==> src/rtl/mpd_pkg.sv <==
// Shared types, constants and window helpers for the Manchester pulse decoder.
package mpd_pkg;

    // Configuration port and register widths
    localparam int CFG_INDEX_BITS = 2;
    localparam int CFG_DATA_BITS  = 15;
    localparam int MARK_BITS      = 15;
    localparam int SPACE_BITS     = 14;
    localparam int HALF_BITS      = 14;
    localparam int TOL_BITS       = 6;

    // Register reset values
    localparam logic [MARK_BITS-1:0]  MARK_RESET  = '0;
    localparam logic [SPACE_BITS-1:0] SPACE_RESET = '0;
    localparam logic [HALF_BITS-1:0]  HALF_RESET  = HALF_BITS'(1);
    localparam logic [TOL_BITS-1:0]   TOL_RESET   = TOL_BITS'(25);

    // Window arithmetic: e * (100 +/- p), then floor divide by 100
    localparam int EXP_BITS    = 15;
    localparam int FACTOR_BITS = 8;
    localparam int PROD_BITS   = EXP_BITS + FACTOR_BITS;
    localparam int RECIP_BITS  = 24;
    localparam int RECIP_SHIFT = 30;
    localparam int QPROD_BITS  = PROD_BITS + RECIP_BITS;
    localparam logic [FACTOR_BITS-1:0] PCT_BASE = FACTOR_BITS'(100);
    // ceil(2^30 / 100): exact floor(x/100) for every x below 2^23
    localparam logic [RECIP_BITS-1:0]  RECIP_100 = RECIP_BITS'(10737419);

    // Bounds and durations are compared at 16 bits
    localparam int BOUND_BITS = 16;
    localparam int DUR_BITS   = 16;

    // Window table: two bounds per window, low bound at even step
    localparam int NUM_WIN     = 5;
    localparam int BOUND_STEPS = 2 * NUM_WIN;
    localparam int STEP_BITS   = $clog2(BOUND_STEPS);
    localparam int WIN_MARK       = 0;
    localparam int WIN_SPACE      = 1;
    localparam int WIN_SPACE_HALF = 2;
    localparam int WIN_HALF       = 3;
    localparam int WIN_DOUBLE     = 4;

    // Line levels of the two parts of a symbol
    localparam logic LVL_LOW  = 1'b0;
    localparam logic LVL_HIGH = 1'b1;

    typedef logic [EXP_BITS-1:0]    exp_t;
    typedef logic [FACTOR_BITS-1:0] factor_t;
    typedef logic [PROD_BITS-1:0]   prod_t;
    typedef logic [QPROD_BITS-1:0]  qprod_t;
    typedef logic [BOUND_BITS-1:0]  bound_t;
    typedef logic [DUR_BITS-1:0]    dur_t;
    typedef logic [STEP_BITS-1:0]   step_t;

    typedef enum logic [CFG_INDEX_BITS-1:0] {
        REG_MARK  = 2'd0,
        REG_SPACE = 2'd1,
        REG_HALF  = 2'd2,
        REG_TOL   = 2'd3
    } cfg_reg_t;

    typedef enum logic [1:0] {
        PH_IDLE = 2'd0,
        PH_DATA = 2'd1,
        PH_DONE = 2'd2
    } phase_t;

    typedef enum logic [1:0] {
        ST_OK        = 2'd0,
        ST_BAD_MARK  = 2'd1,
        ST_BAD_SPACE = 2'd2,
        ST_NO_DATA   = 2'd3
    } status_t;

    typedef struct packed {
        bound_t lo;
        bound_t hi;
    } window_t;

    // Precomputed windows handed from the bounds unit to the frame decoder
    typedef struct packed {
        window_t                 mark;
        window_t                 space;
        window_t                 space_half;
        window_t                 half;
        window_t                 dbl;
        logic                    hp_nz;
        logic [SPACE_BITS-1:0]   space_time;
    } bounds_t;

    // Outcome of classifying one data half
    typedef struct packed {
        logic ok;
        logic shift_en;
        logic pend_valid;
        logic pend_level;
    } half_res_t;

    function automatic logic in_win(input dur_t d, input window_t w);
        return (d >= w.lo) && (d <= w.hi);
    endfunction

    // Classify one half, then update the pending half; double window wins
    function automatic half_res_t half_step(
        input dur_t    d,
        input window_t dbl_w,
        input window_t half_w,
        input logic    hp_nz,
        input logic    pv,
        input logic    pl,
        input logic    level
    );
        logic      is_dbl;
        half_res_t r;
        is_dbl       = in_win(d, dbl_w);
        r.ok         = is_dbl || in_win(d, half_w);
        r.shift_en   = 1'b0;
        r.pend_valid = pv;
        r.pend_level = pl;
        if (r.ok)
        begin
            if (pv && (pl != level))
            begin
                r.shift_en   = 1'b1;
                r.pend_valid = is_dbl && hp_nz;
                if (is_dbl)
                begin
                    r.pend_level = level;
                end
            end
            else
            begin
                r.pend_level = level;
                r.pend_valid = hp_nz;
            end
        end
        return r;
    endfunction

endpackage

==> src/rtl/mpd_bounds.sv <==
// Configuration registers and the sequencer that precomputes tolerance windows.
module mpd_bounds
(
    input  logic                                clk,
    input  logic                                rst_n,
    input  logic                                cfg_fire,
    input  logic [mpd_pkg::CFG_INDEX_BITS-1:0]  cfg_index,
    input  logic [mpd_pkg::CFG_DATA_BITS-1:0]   cfg_data,
    output logic                                busy,
    output mpd_pkg::bounds_t                    bounds
);

    logic [mpd_pkg::MARK_BITS-1:0]  mark_reg;
    logic [mpd_pkg::SPACE_BITS-1:0] space_reg;
    logic [mpd_pkg::HALF_BITS-1:0]  half_reg;
    logic [mpd_pkg::TOL_BITS-1:0]   tol_reg;

    logic                  run_reg;
    mpd_pkg::step_t        step_reg;
    mpd_pkg::prod_t        prod_reg;
    mpd_pkg::prod_t        prod_next;
    mpd_pkg::step_t        prod_idx_reg;
    logic                  prod_valid_reg;
    mpd_pkg::bound_t       bound_reg [mpd_pkg::BOUND_STEPS];

    mpd_pkg::exp_t         exp_sel;
    mpd_pkg::factor_t      factor_sel;
    mpd_pkg::qprod_t       qprod;

    // Write configuration registers
    always_ff @(posedge clk or negedge rst_n)
    begin
        if (!rst_n)
        begin
            mark_reg  <= mpd_pkg::MARK_RESET;
            space_reg <= mpd_pkg::SPACE_RESET;
            half_reg  <= mpd_pkg::HALF_RESET;
            tol_reg   <= mpd_pkg::TOL_RESET;
        end
        else if (cfg_fire)
        begin
            case (cfg_index)
                mpd_pkg::REG_MARK:  mark_reg  <= cfg_data[mpd_pkg::MARK_BITS-1:0];
                mpd_pkg::REG_SPACE: space_reg <= cfg_data[mpd_pkg::SPACE_BITS-1:0];
                mpd_pkg::REG_HALF:  half_reg  <= cfg_data[mpd_pkg::HALF_BITS-1:0];
                mpd_pkg::REG_TOL:   tol_reg   <= cfg_data[mpd_pkg::TOL_BITS-1:0];
                default:            ;
            endcase
        end
    end

    // Pick the expected duration and percentage factor for this step
    always_comb
    begin
        case (step_reg[mpd_pkg::STEP_BITS-1:1])
            3'(mpd_pkg::WIN_MARK):       exp_sel = mark_reg;
            3'(mpd_pkg::WIN_SPACE):      exp_sel = mpd_pkg::exp_t'(space_reg);
            3'(mpd_pkg::WIN_SPACE_HALF): exp_sel = mpd_pkg::exp_t'(space_reg)
                                                 + mpd_pkg::exp_t'(half_reg);
            3'(mpd_pkg::WIN_HALF):       exp_sel = mpd_pkg::exp_t'(half_reg);
            3'(mpd_pkg::WIN_DOUBLE):     exp_sel = {half_reg, 1'b0};
            default:                     exp_sel = '0;
        endcase
        if (step_reg[0])
        begin
            factor_sel = mpd_pkg::PCT_BASE + mpd_pkg::factor_t'(tol_reg);
        end
        else
        begin
            factor_sel = mpd_pkg::PCT_BASE - mpd_pkg::factor_t'(tol_reg);
        end
    end

    assign prod_next = mpd_pkg::prod_t'(exp_sel) * mpd_pkg::prod_t'(factor_sel);

    // Divide the registered product by 100 through the reciprocal
    assign qprod = mpd_pkg::qprod_t'(prod_reg) * mpd_pkg::qprod_t'(mpd_pkg::RECIP_100);

    // Advance the step counter; restart on every register write
    always_ff @(posedge clk or negedge rst_n)
    begin
        if (!rst_n)
        begin
            run_reg        <= 1'b1;
            step_reg       <= '0;
            prod_valid_reg <= 1'b0;
        end
        else if (cfg_fire)
        begin
            run_reg        <= 1'b1;
            step_reg       <= '0;
            prod_valid_reg <= 1'b0;
        end
        else if (run_reg)
        begin
            prod_valid_reg <= 1'b1;
            if (step_reg == mpd_pkg::step_t'(mpd_pkg::BOUND_STEPS - 1))
            begin
                run_reg <= 1'b0;
            end
            else
            begin
                step_reg <= step_reg + 1'b1;
            end
        end
        else
        begin
            prod_valid_reg <= 1'b0;
        end
    end

    // Hold the product and its step index
    always_ff @(posedge clk)
    begin
        if (run_reg)
        begin
            prod_reg     <= prod_next;
            prod_idx_reg <= step_reg;
        end
    end

    // Store the finished bound
    always_ff @(posedge clk)
    begin
        if (prod_valid_reg)
        begin
            bound_reg[prod_idx_reg] <= qprod[mpd_pkg::RECIP_SHIFT +: mpd_pkg::BOUND_BITS];
        end
    end

    assign busy = run_reg || prod_valid_reg || cfg_fire;

    // Gather the bound table into windows
    always_comb
    begin
        bounds.mark.lo       = bound_reg[2 * mpd_pkg::WIN_MARK];
        bounds.mark.hi       = bound_reg[2 * mpd_pkg::WIN_MARK + 1];
        bounds.space.lo      = bound_reg[2 * mpd_pkg::WIN_SPACE];
        bounds.space.hi      = bound_reg[2 * mpd_pkg::WIN_SPACE + 1];
        bounds.space_half.lo = bound_reg[2 * mpd_pkg::WIN_SPACE_HALF];
        bounds.space_half.hi = bound_reg[2 * mpd_pkg::WIN_SPACE_HALF + 1];
        bounds.half.lo       = bound_reg[2 * mpd_pkg::WIN_HALF];
        bounds.half.hi       = bound_reg[2 * mpd_pkg::WIN_HALF + 1];
        bounds.dbl.lo        = bound_reg[2 * mpd_pkg::WIN_DOUBLE];
        bounds.dbl.hi        = bound_reg[2 * mpd_pkg::WIN_DOUBLE + 1];
        bounds.hp_nz         = (half_reg != '0);
        bounds.space_time    = space_reg;
    end

    // The mark and double windows are ordered once the table is settled
    a_window_ordered: assert property (@(posedge clk) disable iff (!rst_n)
        !busy |-> (bounds.mark.lo <= bounds.mark.hi) && (bounds.dbl.lo <= bounds.dbl.hi))
        else $error("tolerance window out of order");

endmodule

==> src/rtl/mpd_frame.sv <==
// Frame state and per-symbol decode: header check, half classification, bit shift.
module mpd_frame
#(
    parameter int VALUE_BITS    = 64,
    parameter int DURATION_BITS = 15
)
(
    input  logic                      clk,
    input  logic                      rst_n,
    input  logic                      in_fire,
    input  logic                      frame_start,
    input  logic                      frame_last,
    input  logic [DURATION_BITS-1:0]  low_duration,
    input  logic [DURATION_BITS-1:0]  high_duration,
    input  logic                      high_level,
    input  mpd_pkg::bounds_t          bounds,
    output logic                      res_valid,
    output logic [VALUE_BITS-1:0]     res_value,
    output mpd_pkg::status_t          res_status
);

    mpd_pkg::phase_t         phase_reg;
    mpd_pkg::phase_t         phase_next;
    logic                    pv_reg;
    logic                    pv_next;
    logic                    pl_reg;
    logic                    pl_next;
    logic [VALUE_BITS-1:0]   shift_reg;
    logic [VALUE_BITS-1:0]   shift_next;
    logic                    acc_reg;
    logic                    acc_next;

    mpd_pkg::dur_t           d0;
    mpd_pkg::dur_t           d1;
    mpd_pkg::dur_t           space_d;
    mpd_pkg::dur_t           excess;
    logic                    mark_ok;
    logic                    space_ok;
    logic                    space_half_ok;
    logic                    half_fits;
    mpd_pkg::half_res_t      h0;
    mpd_pkg::half_res_t      h1;
    logic [VALUE_BITS-1:0]   sh0;
    logic [VALUE_BITS-1:0]   sh1;

    assign d0      = mpd_pkg::dur_t'(low_duration);
    assign d1      = mpd_pkg::dur_t'(high_duration);
    assign space_d = mpd_pkg::dur_t'(bounds.space_time);

    // Header checks
    assign mark_ok       = mpd_pkg::in_win(d0, bounds.mark);
    assign space_ok      = mpd_pkg::in_win(d1, bounds.space);
    assign space_half_ok = mpd_pkg::in_win(d1, bounds.space_half);
    assign excess        = (d1 >= space_d) ? (d1 - space_d) : '0;
    assign half_fits     = (d1 >= space_d) && mpd_pkg::in_win(excess, bounds.half);

    // Data halves: low part first, then high part against the updated pending half
    assign h0  = mpd_pkg::half_step(d0, bounds.dbl, bounds.half, bounds.hp_nz,
                                    pv_reg, pl_reg, mpd_pkg::LVL_LOW);
    assign h1  = mpd_pkg::half_step(d1, bounds.dbl, bounds.half, bounds.hp_nz,
                                    h0.pend_valid, h0.pend_level, mpd_pkg::LVL_HIGH);
    assign sh0 = h0.shift_en ? {shift_reg[VALUE_BITS-2:0], ~mpd_pkg::LVL_LOW} : shift_reg;
    assign sh1 = h1.shift_en ? {sh0[VALUE_BITS-2:0], ~mpd_pkg::LVL_HIGH} : sh0;

    // Hold frame state
    always_ff @(posedge clk or negedge rst_n)
    begin
        if (!rst_n)
        begin
            phase_reg <= mpd_pkg::PH_IDLE;
            pv_reg    <= 1'b0;
            pl_reg    <= mpd_pkg::LVL_LOW;
            shift_reg <= '0;
            acc_reg   <= 1'b0;
        end
        else
        begin
            phase_reg <= phase_next;
            pv_reg    <= pv_next;
            pl_reg    <= pl_next;
            shift_reg <= shift_next;
            acc_reg   <= acc_next;
        end
    end

    // Next state and result for the accepted symbol
    always_comb
    begin
        phase_next = phase_reg;
        pv_next    = pv_reg;
        pl_next    = pl_reg;
        shift_next = shift_reg;
        acc_next   = acc_reg;
        res_valid  = 1'b0;
        res_value  = '0;
        res_status = mpd_pkg::ST_OK;
        if (in_fire)
        begin
            if (frame_start)
            begin
                shift_next = '0;
                pv_next    = 1'b0;
                pl_next    = mpd_pkg::LVL_LOW;
                acc_next   = 1'b0;
                if (!mark_ok)
                begin
                    res_valid  = 1'b1;
                    res_status = mpd_pkg::ST_BAD_MARK;
                    phase_next = mpd_pkg::PH_DONE;
                end
                else if (!space_half_ok && !space_ok)
                begin
                    res_valid  = 1'b1;
                    res_status = mpd_pkg::ST_BAD_SPACE;
                    phase_next = mpd_pkg::PH_DONE;
                end
                else
                begin
                    // Space may carry one extra half that starts a pending half
                    if (space_half_ok && half_fits)
                    begin
                        pv_next = bounds.hp_nz;
                        pl_next = high_level;
                    end
                    phase_next = mpd_pkg::PH_DATA;
                    if (frame_last)
                    begin
                        res_valid  = 1'b1;
                        res_status = mpd_pkg::ST_NO_DATA;
                        phase_next = mpd_pkg::PH_DONE;
                    end
                end
            end
            else
            begin
                case (phase_reg)
                    mpd_pkg::PH_DATA:
                    begin
                        if (!h0.ok)
                        begin
                            res_valid  = 1'b1;
                            phase_next = mpd_pkg::PH_DONE;
                            res_value  = acc_reg ? shift_reg : '0;
                            res_status = acc_reg ? mpd_pkg::ST_OK : mpd_pkg::ST_NO_DATA;
                        end
                        else if (!h1.ok)
                        begin
                            // Keep the bit from the low half that passed
                            pv_next    = h0.pend_valid;
                            pl_next    = h0.pend_level;
                            shift_next = sh0;
                            res_valid  = 1'b1;
                            phase_next = mpd_pkg::PH_DONE;
                            res_value  = acc_reg ? sh0 : '0;
                            res_status = acc_reg ? mpd_pkg::ST_OK : mpd_pkg::ST_NO_DATA;
                        end
                        else
                        begin
                            pv_next    = h1.pend_valid;
                            pl_next    = h1.pend_level;
                            shift_next = sh1;
                            acc_next   = 1'b1;
                            if (frame_last)
                            begin
                                res_valid  = 1'b1;
                                phase_next = mpd_pkg::PH_DONE;
                                res_value  = sh1;
                                res_status = mpd_pkg::ST_OK;
                            end
                        end
                    end
                    default:
                    begin
                        // Drop symbols outside a frame
                    end
                endcase
            end
        end
    end

    a_done_after_result: assert property (@(posedge clk) disable iff (!rst_n)
        res_valid |=> (phase_reg == mpd_pkg::PH_DONE))
        else $error("frame still open after its result");

    a_zero_on_failure: assert property (@(posedge clk) disable iff (!rst_n)
        (res_valid && (res_status != mpd_pkg::ST_OK)) |-> (res_value == '0))
        else $error("nonzero value with failure status");

endmodule

==> src/rtl/mpd_out_buf.sv <==
// Two-entry result buffer that decouples the decoder from the output handshake.
module mpd_out_buf
#(
    parameter int VALUE_BITS = 64
)
(
    input  logic                      clk,
    input  logic                      rst_n,
    input  logic                      push,
    input  logic [VALUE_BITS-1:0]     push_value,
    input  mpd_pkg::status_t          push_status,
    output logic                      full,
    output logic                      out_valid,
    input  logic                      out_ready,
    output logic [VALUE_BITS-1:0]     decoded_value,
    output logic [1:0]                frame_status
);

    logic [1:0]               count_reg;
    logic [VALUE_BITS-1:0]    head_value_reg;
    mpd_pkg::status_t         head_status_reg;
    logic [VALUE_BITS-1:0]    skid_value_reg;
    mpd_pkg::status_t         skid_status_reg;
    logic                     pop;

    assign pop = out_valid && out_ready;

    // Track occupancy
    always_ff @(posedge clk or negedge rst_n)
    begin
        if (!rst_n)
        begin
            count_reg <= '0;
        end
        else if (push && !pop)
        begin
            count_reg <= count_reg + 1'b1;
        end
        else if (pop && !push)
        begin
            count_reg <= count_reg - 1'b1;
        end
    end

    // Load head and skid entries
    always_ff @(posedge clk)
    begin
        if (count_reg == 2'd2)
        begin
            if (pop)
            begin
                head_value_reg  <= skid_value_reg;
                head_status_reg <= skid_status_reg;
            end
        end
        else if (push)
        begin
            if ((count_reg == 2'd0) || pop)
            begin
                head_value_reg  <= push_value;
                head_status_reg <= push_status;
            end
            else
            begin
                skid_value_reg  <= push_value;
                skid_status_reg <= push_status;
            end
        end
    end

    assign full          = (count_reg == 2'd2);
    assign out_valid     = (count_reg != 2'd0);
    assign decoded_value = head_value_reg;
    assign frame_status  = head_status_reg;

    a_no_push_when_full: assert property (@(posedge clk) disable iff (!rst_n)
        full |-> !push)
        else $error("result beat pushed into full buffer");

endmodule

==> src/rtl/manchester_pulse_decoder.sv <==
// Top level of the Manchester pulse decoder: symbol in, decoded frame value out.
//
//   channel  | handshake             | payload
//   ---------+-----------------------+----------------------------------------------
//   in       | in_valid / in_ready   | frame_start, frame_last, low_duration,
//            |                       | high_duration, high_level
//   out      | out_valid / out_ready | decoded_value, frame_status
//   cfg      | cfg_valid / cfg_ready | cfg_index, cfg_data
//
// One symbol per cycle while in_ready is high; the result beat of a frame is
// registered in the output buffer behind any result still held there. Tolerance
// windows come from a shared multiplier stepped over ten bounds: in_ready stays
// low after reset and after each register write until the bounds are settled.
// cfg_ready is always high. A two-entry output buffer keeps input moving while one
// result waits; the buffer holds in_ready low only when both entries are held.
module manchester_pulse_decoder
#(
    parameter int VALUE_BITS    = 64,
    parameter int DURATION_BITS = 15
)
(
    input  logic                                clk,
    input  logic                                rst_n,
    input  logic                                in_valid,
    output logic                                in_ready,
    input  logic                                frame_start,
    input  logic                                frame_last,
    input  logic [DURATION_BITS-1:0]            low_duration,
    input  logic [DURATION_BITS-1:0]            high_duration,
    input  logic                                high_level,
    output logic                                out_valid,
    input  logic                                out_ready,
    output logic [VALUE_BITS-1:0]               decoded_value,
    output logic [1:0]                          frame_status,
    input  logic                                cfg_valid,
    output logic                                cfg_ready,
    input  logic [mpd_pkg::CFG_INDEX_BITS-1:0]  cfg_index,
    input  logic [mpd_pkg::CFG_DATA_BITS-1:0]   cfg_data
);

    logic                     cfg_fire;
    logic                     in_fire;
    logic                     bounds_busy;
    logic                     buf_full;
    mpd_pkg::bounds_t         bounds;
    logic                     res_valid;
    logic [VALUE_BITS-1:0]    res_value;
    mpd_pkg::status_t         res_status;

    assign cfg_ready = 1'b1;
    assign cfg_fire  = cfg_valid && cfg_ready;
    assign in_ready  = !bounds_busy && !buf_full;
    assign in_fire   = in_valid && in_ready;

    mpd_bounds u_bounds
    (
        .clk       (clk),
        .rst_n     (rst_n),
        .cfg_fire  (cfg_fire),
        .cfg_index (cfg_index),
        .cfg_data  (cfg_data),
        .busy      (bounds_busy),
        .bounds    (bounds)
    );

    mpd_frame
    #(
        .VALUE_BITS    (VALUE_BITS),
        .DURATION_BITS (DURATION_BITS)
    )
    u_frame
    (
        .clk           (clk),
        .rst_n         (rst_n),
        .in_fire       (in_fire),
        .frame_start   (frame_start),
        .frame_last    (frame_last),
        .low_duration  (low_duration),
        .high_duration (high_duration),
        .high_level    (high_level),
        .bounds        (bounds),
        .res_valid     (res_valid),
        .res_value     (res_value),
        .res_status    (res_status)
    );

    mpd_out_buf
    #(
        .VALUE_BITS (VALUE_BITS)
    )
    u_out_buf
    (
        .clk           (clk),
        .rst_n         (rst_n),
        .push          (res_valid),
        .push_value    (res_value),
        .push_status   (res_status),
        .full          (buf_full),
        .out_valid     (out_valid),
        .out_ready     (out_ready),
        .decoded_value (decoded_value),
        .frame_status  (frame_status)
    );

endmodule

==> config.mk <==
export PLATFORM = sky130hd
export DESIGN_NAME = manchester_pulse_decoder
export DESIGN_NICKNAME = d
export VERILOG_FILES = /design/src/rtl/mpd_pkg.sv /design/src/rtl/mpd_bounds.sv /design/src/rtl/mpd_frame.sv /design/src/rtl/mpd_out_buf.sv /design/src/rtl/manchester_pulse_decoder.sv
export SDC_FILE = /design/constraint.sdc
export NUM_CORES = 2
export LEC_CHECK = 0
export BUFFER_PORTS_ARGS = -buffer_cell sky130_fd_sc_hd__buf_4
export CAP_MARGIN = 20
export CORE_ASPECT_RATIO = 0.9
export CORE_UTILIZATION = 40
export CTS_CLUSTER_SIZE = 8
export DETAILED_ROUTE_END_ITERATION = 8
export PLACE_DENSITY = 0.65
export SETUP_SLACK_MARGIN = 0.15
export SLEW_MARGIN = 30
export SYNTH_ARGS = -nofsm -noshare
export SYNTH_HDL_FRONTEND = slang
export SYNTH_SLANG_ARGS = --single-unit
==> constraint.sdc <==
create_clock -name clk -period 18.2 [get_ports clk]
set_input_delay 1.82 -clock clk [delete_from_list [all_inputs] [get_ports clk]]
set_output_delay 1.82 -clock clk [all_outputs]
set_load 0.005 [all_outputs]
== Word level (Yosys, flattened, before mapping) ==
Memory sizes are Yosys's and may differ from the RTL's.
Index checks and enable logic that the tools add are counted.

* Register bits after elaboration: 285
* Latch bits: 0
* RAM bits: 160
* Memory bits (read-only): 0
* Input bits: 55
* Word-level logic and storage cells: 203
* Memories: 1

* Add/subtract/negate cells: 7
* Multiply operators: 2
* Divide/modulo/power cells: 0
* Magnitude comparators: 17
* Equal/unequal tests: 13
* Shift operators: 0
* Muxes and demuxes: 88
* Bitwise logic cells: 3
* Reductions and logical operators: 53

{| class="wikitable"
|+ Memory list
! memory !! depth !! width !! rd ports !! clocked after memory_dff !! write ports !! RTL line !! source
|-
| u_bounds.bound_reg || 10 || 16 || 10 || 0 || 1 || mpd_bounds.sv:24 || <nowiki>mpd_pkg::bound_t bound_reg [mpd_pkg::BOUND_STEPS];</nowiki>
|}

{| class="wikitable"
|+ Operators by type and width
! kind !! number
|-
| $mux 64 || 18
|-
| $ge 15x16->1 || 7
|-
| $le 15x16->1 || 7
|-
| $pmux 15 s5 || 1
|-
| $mux 2 || 25
|-
| $mul 23x24->46 const B || 1
|-
| $mux 1 || 37
|-
| $mul 15x8->23 || 1
|-
| $logic_and 1x1->1 || 20
|-
| $ge 16x16->1 || 1
|-
| $le 16x16->1 || 1
|-
| $mux 16 || 1
|-
| $reduce_bool 2->1 || 8
|-
| $sub 15x14->16 || 1
|-
| $add 14x14->15 || 1
|-
| $ge 15x14->1 || 1
|-
| $reduce_bool 14->1 || 1
|-
| $mux 4 || 3
|-
| $reduce_and 3->1 || 4
|-
| $reduce_and 2->1 || 5
|-
| $add 7x6->8 const A || 1
|-
| $mux 8 || 1
|-
| $sub 7x6->8 const A || 1
|-
| $eq 2x2->1 const B || 3
|-
| other kinds (18) || 33
|}

== Depth between registers and ports, before layout ==
An unclocked memory read counts as a cell.

* Depth after elaboration: 20
* Gate-level depth with buffers: 30
* Depth with buffers taken out: 30

== Hierarchy ==
A second synthesis with hierarchy kept.

* Cell total of the unflattened synthesis: 3488
* Area, all modules: 37721.2 um2

{| class="wikitable"
|+ By module, submodules not included
! module !! instances !! cells each !! area an instance (um2) !! sequential area each (um2)
|-
| mpd_bounds || 1 || 1811 || 21590.7 || 6998.0
|-
| mpd_frame || 1 || 1454 || 11083.1 || 1726.7
|-
| mpd_out_buf || 1 || 219 || 5019.8 || 4013.8
|-
| manchester_pulse_decoder || 1 || 4 || 27.5 || 0.0
|}

== Worst setup path before layout ==
OpenSTA, ideal clock, no wires.

* Path kind: reg-to-reg
* Start point: register u_bounds.half_reg[0] in the netlist's numbering
* End point: register u_bounds.prod_reg[22], data pin
* Library setup time: 158 ps
* Arrival: 6795 ps
* Required time: 18042 ps
* Setup slack: 11247 ps
* Stages on the path, launching flop included: 31
* Path buffers: 0
* Clock period less this slack: 6953 ps
* Cells stage by stage: dfstp_2 ha_1 inv_1 fa_1 nor2b_1 o21ai_0 a21boi_0 o21ai_0 a21boi_0 o21ai_0 a21boi_0 o21a_1 or3_1 a31oi_1 or2_2 fa_1 inv_1 fa_1 fa_1 inv_1 fa_1 inv_1 ha_1 and2_1 a22oi_1 nand3_1 nand3_1 nand3_1 or4_1 a2111o_1 o211ai_1

* Longest elaborated chain between the ends: 3

{| class="wikitable"
|+ RTL lines
! what !! RTL line !! source
|-
| start, declared || mpd_bounds.sv:15 || <nowiki>logic [mpd_pkg::HALF_BITS-1:0] half_reg;</nowiki>
|-
| start signal, assigned || mpd_bounds.sv:37 || <nowiki>half_reg <= mpd_pkg::HALF_RESET;</nowiki>
|-
| start signal, assigned || mpd_bounds.sv:45 || <nowiki>mpd_pkg::REG_HALF: half_reg <= cfg_data[mpd_pkg::HALF_BITS-1:0];</nowiki>
|-
| $add 14x14->15 || mpd_bounds.sv:59 || <nowiki>+ mpd_pkg::exp_t'(half_reg);</nowiki>
|-
| $pmux 15 s5 * || mpd_bounds.sv:55 || <nowiki>case (step_reg[mpd_pkg::STEP_BITS-1:1])</nowiki>
|-
| $mul 15x8->23 * || mpd_bounds.sv:74 || <nowiki>assign prod_next = mpd_pkg::prod_t'(exp_sel) * mpd_pkg::prod_t'(factor_sel);</nowiki>
|-
| named net u_bounds.prod_next[22] || mpd_bounds.sv:21 || <nowiki>mpd_pkg::prod_t prod_next;</nowiki>
|-
| end signal, assigned || mpd_bounds.sv:117 || <nowiki>prod_reg <= prod_next;</nowiki>
|-
| end, declared || mpd_bounds.sv:20 || <nowiki>mpd_pkg::prod_t prod_reg;</nowiki>
|}

The timed path passes the listed nets; every way through them passes the cells marked *.
A chain may end at the register's enable or synchronous reset.

== Worst setup path in the final report ==
* Start point: register u_bounds.prod_reg[5]
* End point: memory u_bounds.bound_reg[4][12] in the netlist's numbering, data pin

* Longest elaborated chain between the ends: 1

{| class="wikitable"
|+ RTL lines
! what !! RTL line !! source
|-
| $mul 23x24->46 || mpd_bounds.sv:77 || <nowiki>assign qprod = mpd_pkg::qprod_t'(prod_reg) * mpd_pkg::qprod_t'(mpd_pkg::RECIP_100);</nowiki>
|-
| named net u_bounds.qprod[42] || mpd_bounds.sv:28 || <nowiki>mpd_pkg::qprod_t qprod;</nowiki>
|-
| end, declared || mpd_bounds.sv:24 ||
|}

The timed path passes the listed nets, and every way through them passes these cells.

==> results list <==
- The run finished with clean final reports.
- Final number of hold-violating endpoints: 0
* Max Freq: 126 MHz
- Clock buffer count from CTS: 66
- Final period utilization: 0.435
* RePlAce Congestion: 0.954
* Remaining antenna violation count: 0
* Clock transition at the registers of the reported paths: 60 ps
- Total half-perimeter wirelength after legalization and detailed placement: about 80000 um
* Library cell with the largest summed area after synthesis: sky130_fd_sc_hd__edfxtp_1
- Global routing usage summed across all routing layers: 0.214
- The initialized floorplan defines ~110 standard-cell rows.
- Synthesis produced a netlist whose cell count is 3945.
* Number of port buffers: 122
* DR vias: 30100
- Category of the worst setup path capture point: register
- Via count of the first global-routing pass: 29300
- Setup violations remaining at the end of the flow were counted as 0.
- The max-slew violation count was 0.
* TritonCTS clock tree: yes
* Main area contributors after synthesis: sky130_fd_sc_hd__edfxtp_1 (24%), sky130_fd_sc_hd__ha_1 (17%), sky130_fd_sc_hd__fa_1 (14%), sky130_fd_sc_hd__dfrtp_1 (7.6%), sky130_fd_sc_hd__inv_1 (6.0%)
- The worst pin sits at a relative slew slack of 0.265.
- Filler cell count in the final layout: 9327
- Fraction of registers with async set/reset: 0.283
- Number of synthesized register bits: 445
- The most used flip-flop cell after synthesis is sky130_fd_sc_hd__edfxtp_1.
- In this run the count of I/O pins placed on the die edge is 124.
* Library cells used by synthesis: 88
- The share of synthesized area in the top cell type comes to 0.240.
* Seq/Total Area, Yosys: 0.320
* Clock period minus final worst setup slack: ~7900 ps
* Clock network latency to the later pin of the worst-skew pair: 620 ps
- The die is 301 um tall.
- After detailed routing, the average wire length per cell comes to 20.2 um.
- Post-layout net count: 4865
- RSZ-0062 raised after global routing: no
* Flip-flop count of the largest register after layout: 160
* Overall die area: 101000 sq um
- Hold-fix buffers at CTS: 0
* Initial standard-cell utilization of the core: 0.405
- Clock Tree Buf Depth: 3
- Counting every sink on the clock net gives 445.
- Gr ovfl total: 0
* CTS root buffer: sky130_fd_sc_hd__clkbuf_16
- Most frequent standard cell in the layout excluding fill and tap cells: sky130_fd_sc_hd__inv_1
* Core outline area: between 90000 and 100000 sq um
- The critical path in this run is classified as reg2reg.
- Leaving out fill and tap cells, the most frequent cells in the layout are sky130_fd_sc_hd__inv_1 (636), sky130_fd_sc_hd__ha_1 (556), sky130_fd_sc_hd__edfxtp_1 (319).
- STA puts the critical path data arrival time at 8170 ps.
- Global-route wire length before repair: 169000 um
- MaxCap Viol Count: 0
- For this run, design rule violations remaining after detail routing come to 0.
- Along the worst path, the maximum fanout reaches 10.
* Number of iterations in the first detailed-routing pass: 5
* Average cell area after synthesis: 10.1 sq um
- Vias per Instance: 5.63
- Wires add up to approximately 110000 um.
* Number of gates resized after cts: 0
- When the netlist entered floorplanning its net count stood at 4831.
* Pin count of the biggest net entering global routing: 112
- HP Class: reg2reg
- Of the cells placed in the final design, the portion with a size suffix greater than 1 is 0.0922.
- For the final routed database, the setup TNS stands at 0 ps.
- The number of antenna violations at the first check in global routing came to 3.
- Initial drt markers: 2360
- Layout Utilization: 0.448
- In this run, synthesis inferred 319 flip-flops with an integrated enable.
- H-Tree Level Count: 3
- From left edge to right edge, the die measures 335 um.
* Data required time of the worst path: approximately 18000 ps
- The worst setup path is launched from a register.
- On the final layout, the worst clock skew is 32.4 ps.
- The Yosys step of the flow raised 0 warnings.
- Synth Cell Area: between 30000 and 40000 sq um
* Number of buffers added for setup after CTS: 0
- Synthesis-to-layout area growth: 10.6%
- For the pin with the worst max-slew slack, the measured transition is ~1100 ps.
-- Yosys cell counts, drive strengths merged (5+ instances only) --
| master | instances |
|---|---|
| o221ai | 66 |
| nand2 | 221 |
| dfstp | 5 |
| or3 | 8 |
| xnor2 | 43 |
| mux2i | 9 |
| a21o | 82 |
| nor3 | 34 |
| nand3 | 67 |
| buf | 65 |
| and2 | 13 |
| a21oi | 187 |
| edfxtp | 319 |
| xor2 | 14 |
| and4 | 6 |
| mux2 | 51 |
| o21bai | 7 |
| o211a | 7 |
| or4 | 6 |
| a211oi | 41 |
| o21a | 14 |
| fa | 275 |
| o2111a | 6 |
| o21ai | 140 |
| ha | 556 |
| a221oi | 70 |
| nor2b | 27 |
| a31oi | 44 |
| nor2 | 223 |
| nand4 | 65 |
| a21boi | 8 |
| inv | 637 |
| nand2b | 40 |
| o211ai | 38 |
| o22ai | 39 |
| nor4 | 12 |
| or2 | 23 |
| dfrtp | 121 |
| o2111ai | 64 |
| clkbuf | 139 |
| and3 | 17 |
| a2111oi | 31 |
| a22oi | 45 |
-- layout make-up --
class / instances / area [sq um] / share of cell area
antenna: 1 / 2.50 / 0.0000568
clock buffer: 95 / 1810 / 0.0411
clock inverter: 8 / 75.1 / 0.00170
inverter: 640 / 2400 / 0.0545
multi-input combinational: 2656 / 24100 / 0.546
sequential: 445 / 12700 / 0.289
tap: 1332 / 1670 / 0.0378
timing repair buffer: 170 / 1310 / 0.0298
-- worst max-delay path, stage by stage (launching register included) --
cell                       delay (ps)
sky130_fd_sc_hd__edfxtp_1         520
sky130_fd_sc_hd__fa_1             650
sky130_fd_sc_hd__inv_1             80
sky130_fd_sc_hd__fa_1             500
sky130_fd_sc_hd__inv_1             50
sky130_fd_sc_hd__fa_1             470
sky130_fd_sc_hd__inv_1             50
sky130_fd_sc_hd__fa_1             480
sky130_fd_sc_hd__fa_1             500
sky130_fd_sc_hd__fa_1             490
sky130_fd_sc_hd__inv_1             50
sky130_fd_sc_hd__fa_1             430
sky130_fd_sc_hd__ha_1             320
sky130_fd_sc_hd__nand4_1          120
sky130_fd_sc_hd__nor3_1           280
sky130_fd_sc_hd__a32oi_1          140
sky130_fd_sc_hd__and3_1           250
sky130_fd_sc_hd__o31ai_1          560
sky130_fd_sc_hd__a221o_1          310
sky130_fd_sc_hd__a221o_1          210
sky130_fd_sc_hd__and2_1           190
sky130_fd_sc_hd__o21a_1           140
sky130_fd_sc_hd__nor2_1            50
sky130_fd_sc_hd__xnor2_1          710
-- layer usage --
metal / track usage / up-vias / part of all wire
met4: 0.0677 / 2 / 0.029
li1: - / 14200 / -
met3: 0.0401 / 154 / 0.073
met2: 0.325 / 986 / 0.44
met5: 0 / - / 0.000083
met1: 0.307 / 14800 / 0.46
-- path summary, 6_finish.rpt --
check | to | slack, ps | cells after the start | startpoint
max | u_bounds.bound_reg[4][12] | 10290 | 23 | u_bounds.prod_reg[5]
min reg2reg | u_out_buf.count_reg[1] | 490 | 1 | u_out_buf.count_reg[1]
min | u_out_buf.count_reg[1] | 490 | 1 | u_out_buf.count_reg[1]
min in group asynchronous | u_frame.shift_reg[24] | 1250 | 1 | rst_n
max in group asynchronous | u_bounds.space_reg[6] | 15700 | 2 | rst_n
max reg2reg | u_bounds.bound_reg[4][12] | 10290 | 23 | u_bounds.prod_reg[5]
-- cells by family after synthesis --
kind of cell    Yosys count  synth area share
compound gates          928             0.163
buf+inv                 844            0.0813
fa+ha+maj               831             0.313
simple gates            777            0.0931
flops                   445             0.320
mux                      62            0.0178
xor+xnor                 57            0.0125
other cells               1         0.0000941
-- metrics by stage --
stage | worst slack, ps | cells | instance area [sq um] | hold slack, ps
6_report | 10290 | 5347 | 44100 | 489
5_1_grt | 9880 | 5347 | 44100 | 513
4_1_cts | 10280 | 5344 | 44000 | 487
3_5_place_dp | 10360 | 5241 | 42100 | 476
3_3_place_gp | 10500 | 5239 | 42100 | 476
2_1_floorplan | 11250 | 3945 | 39800 | 423
Power is not shown: default switching activity piles up to over one toggle a cycle in this logic, so the estimate is an artifact.
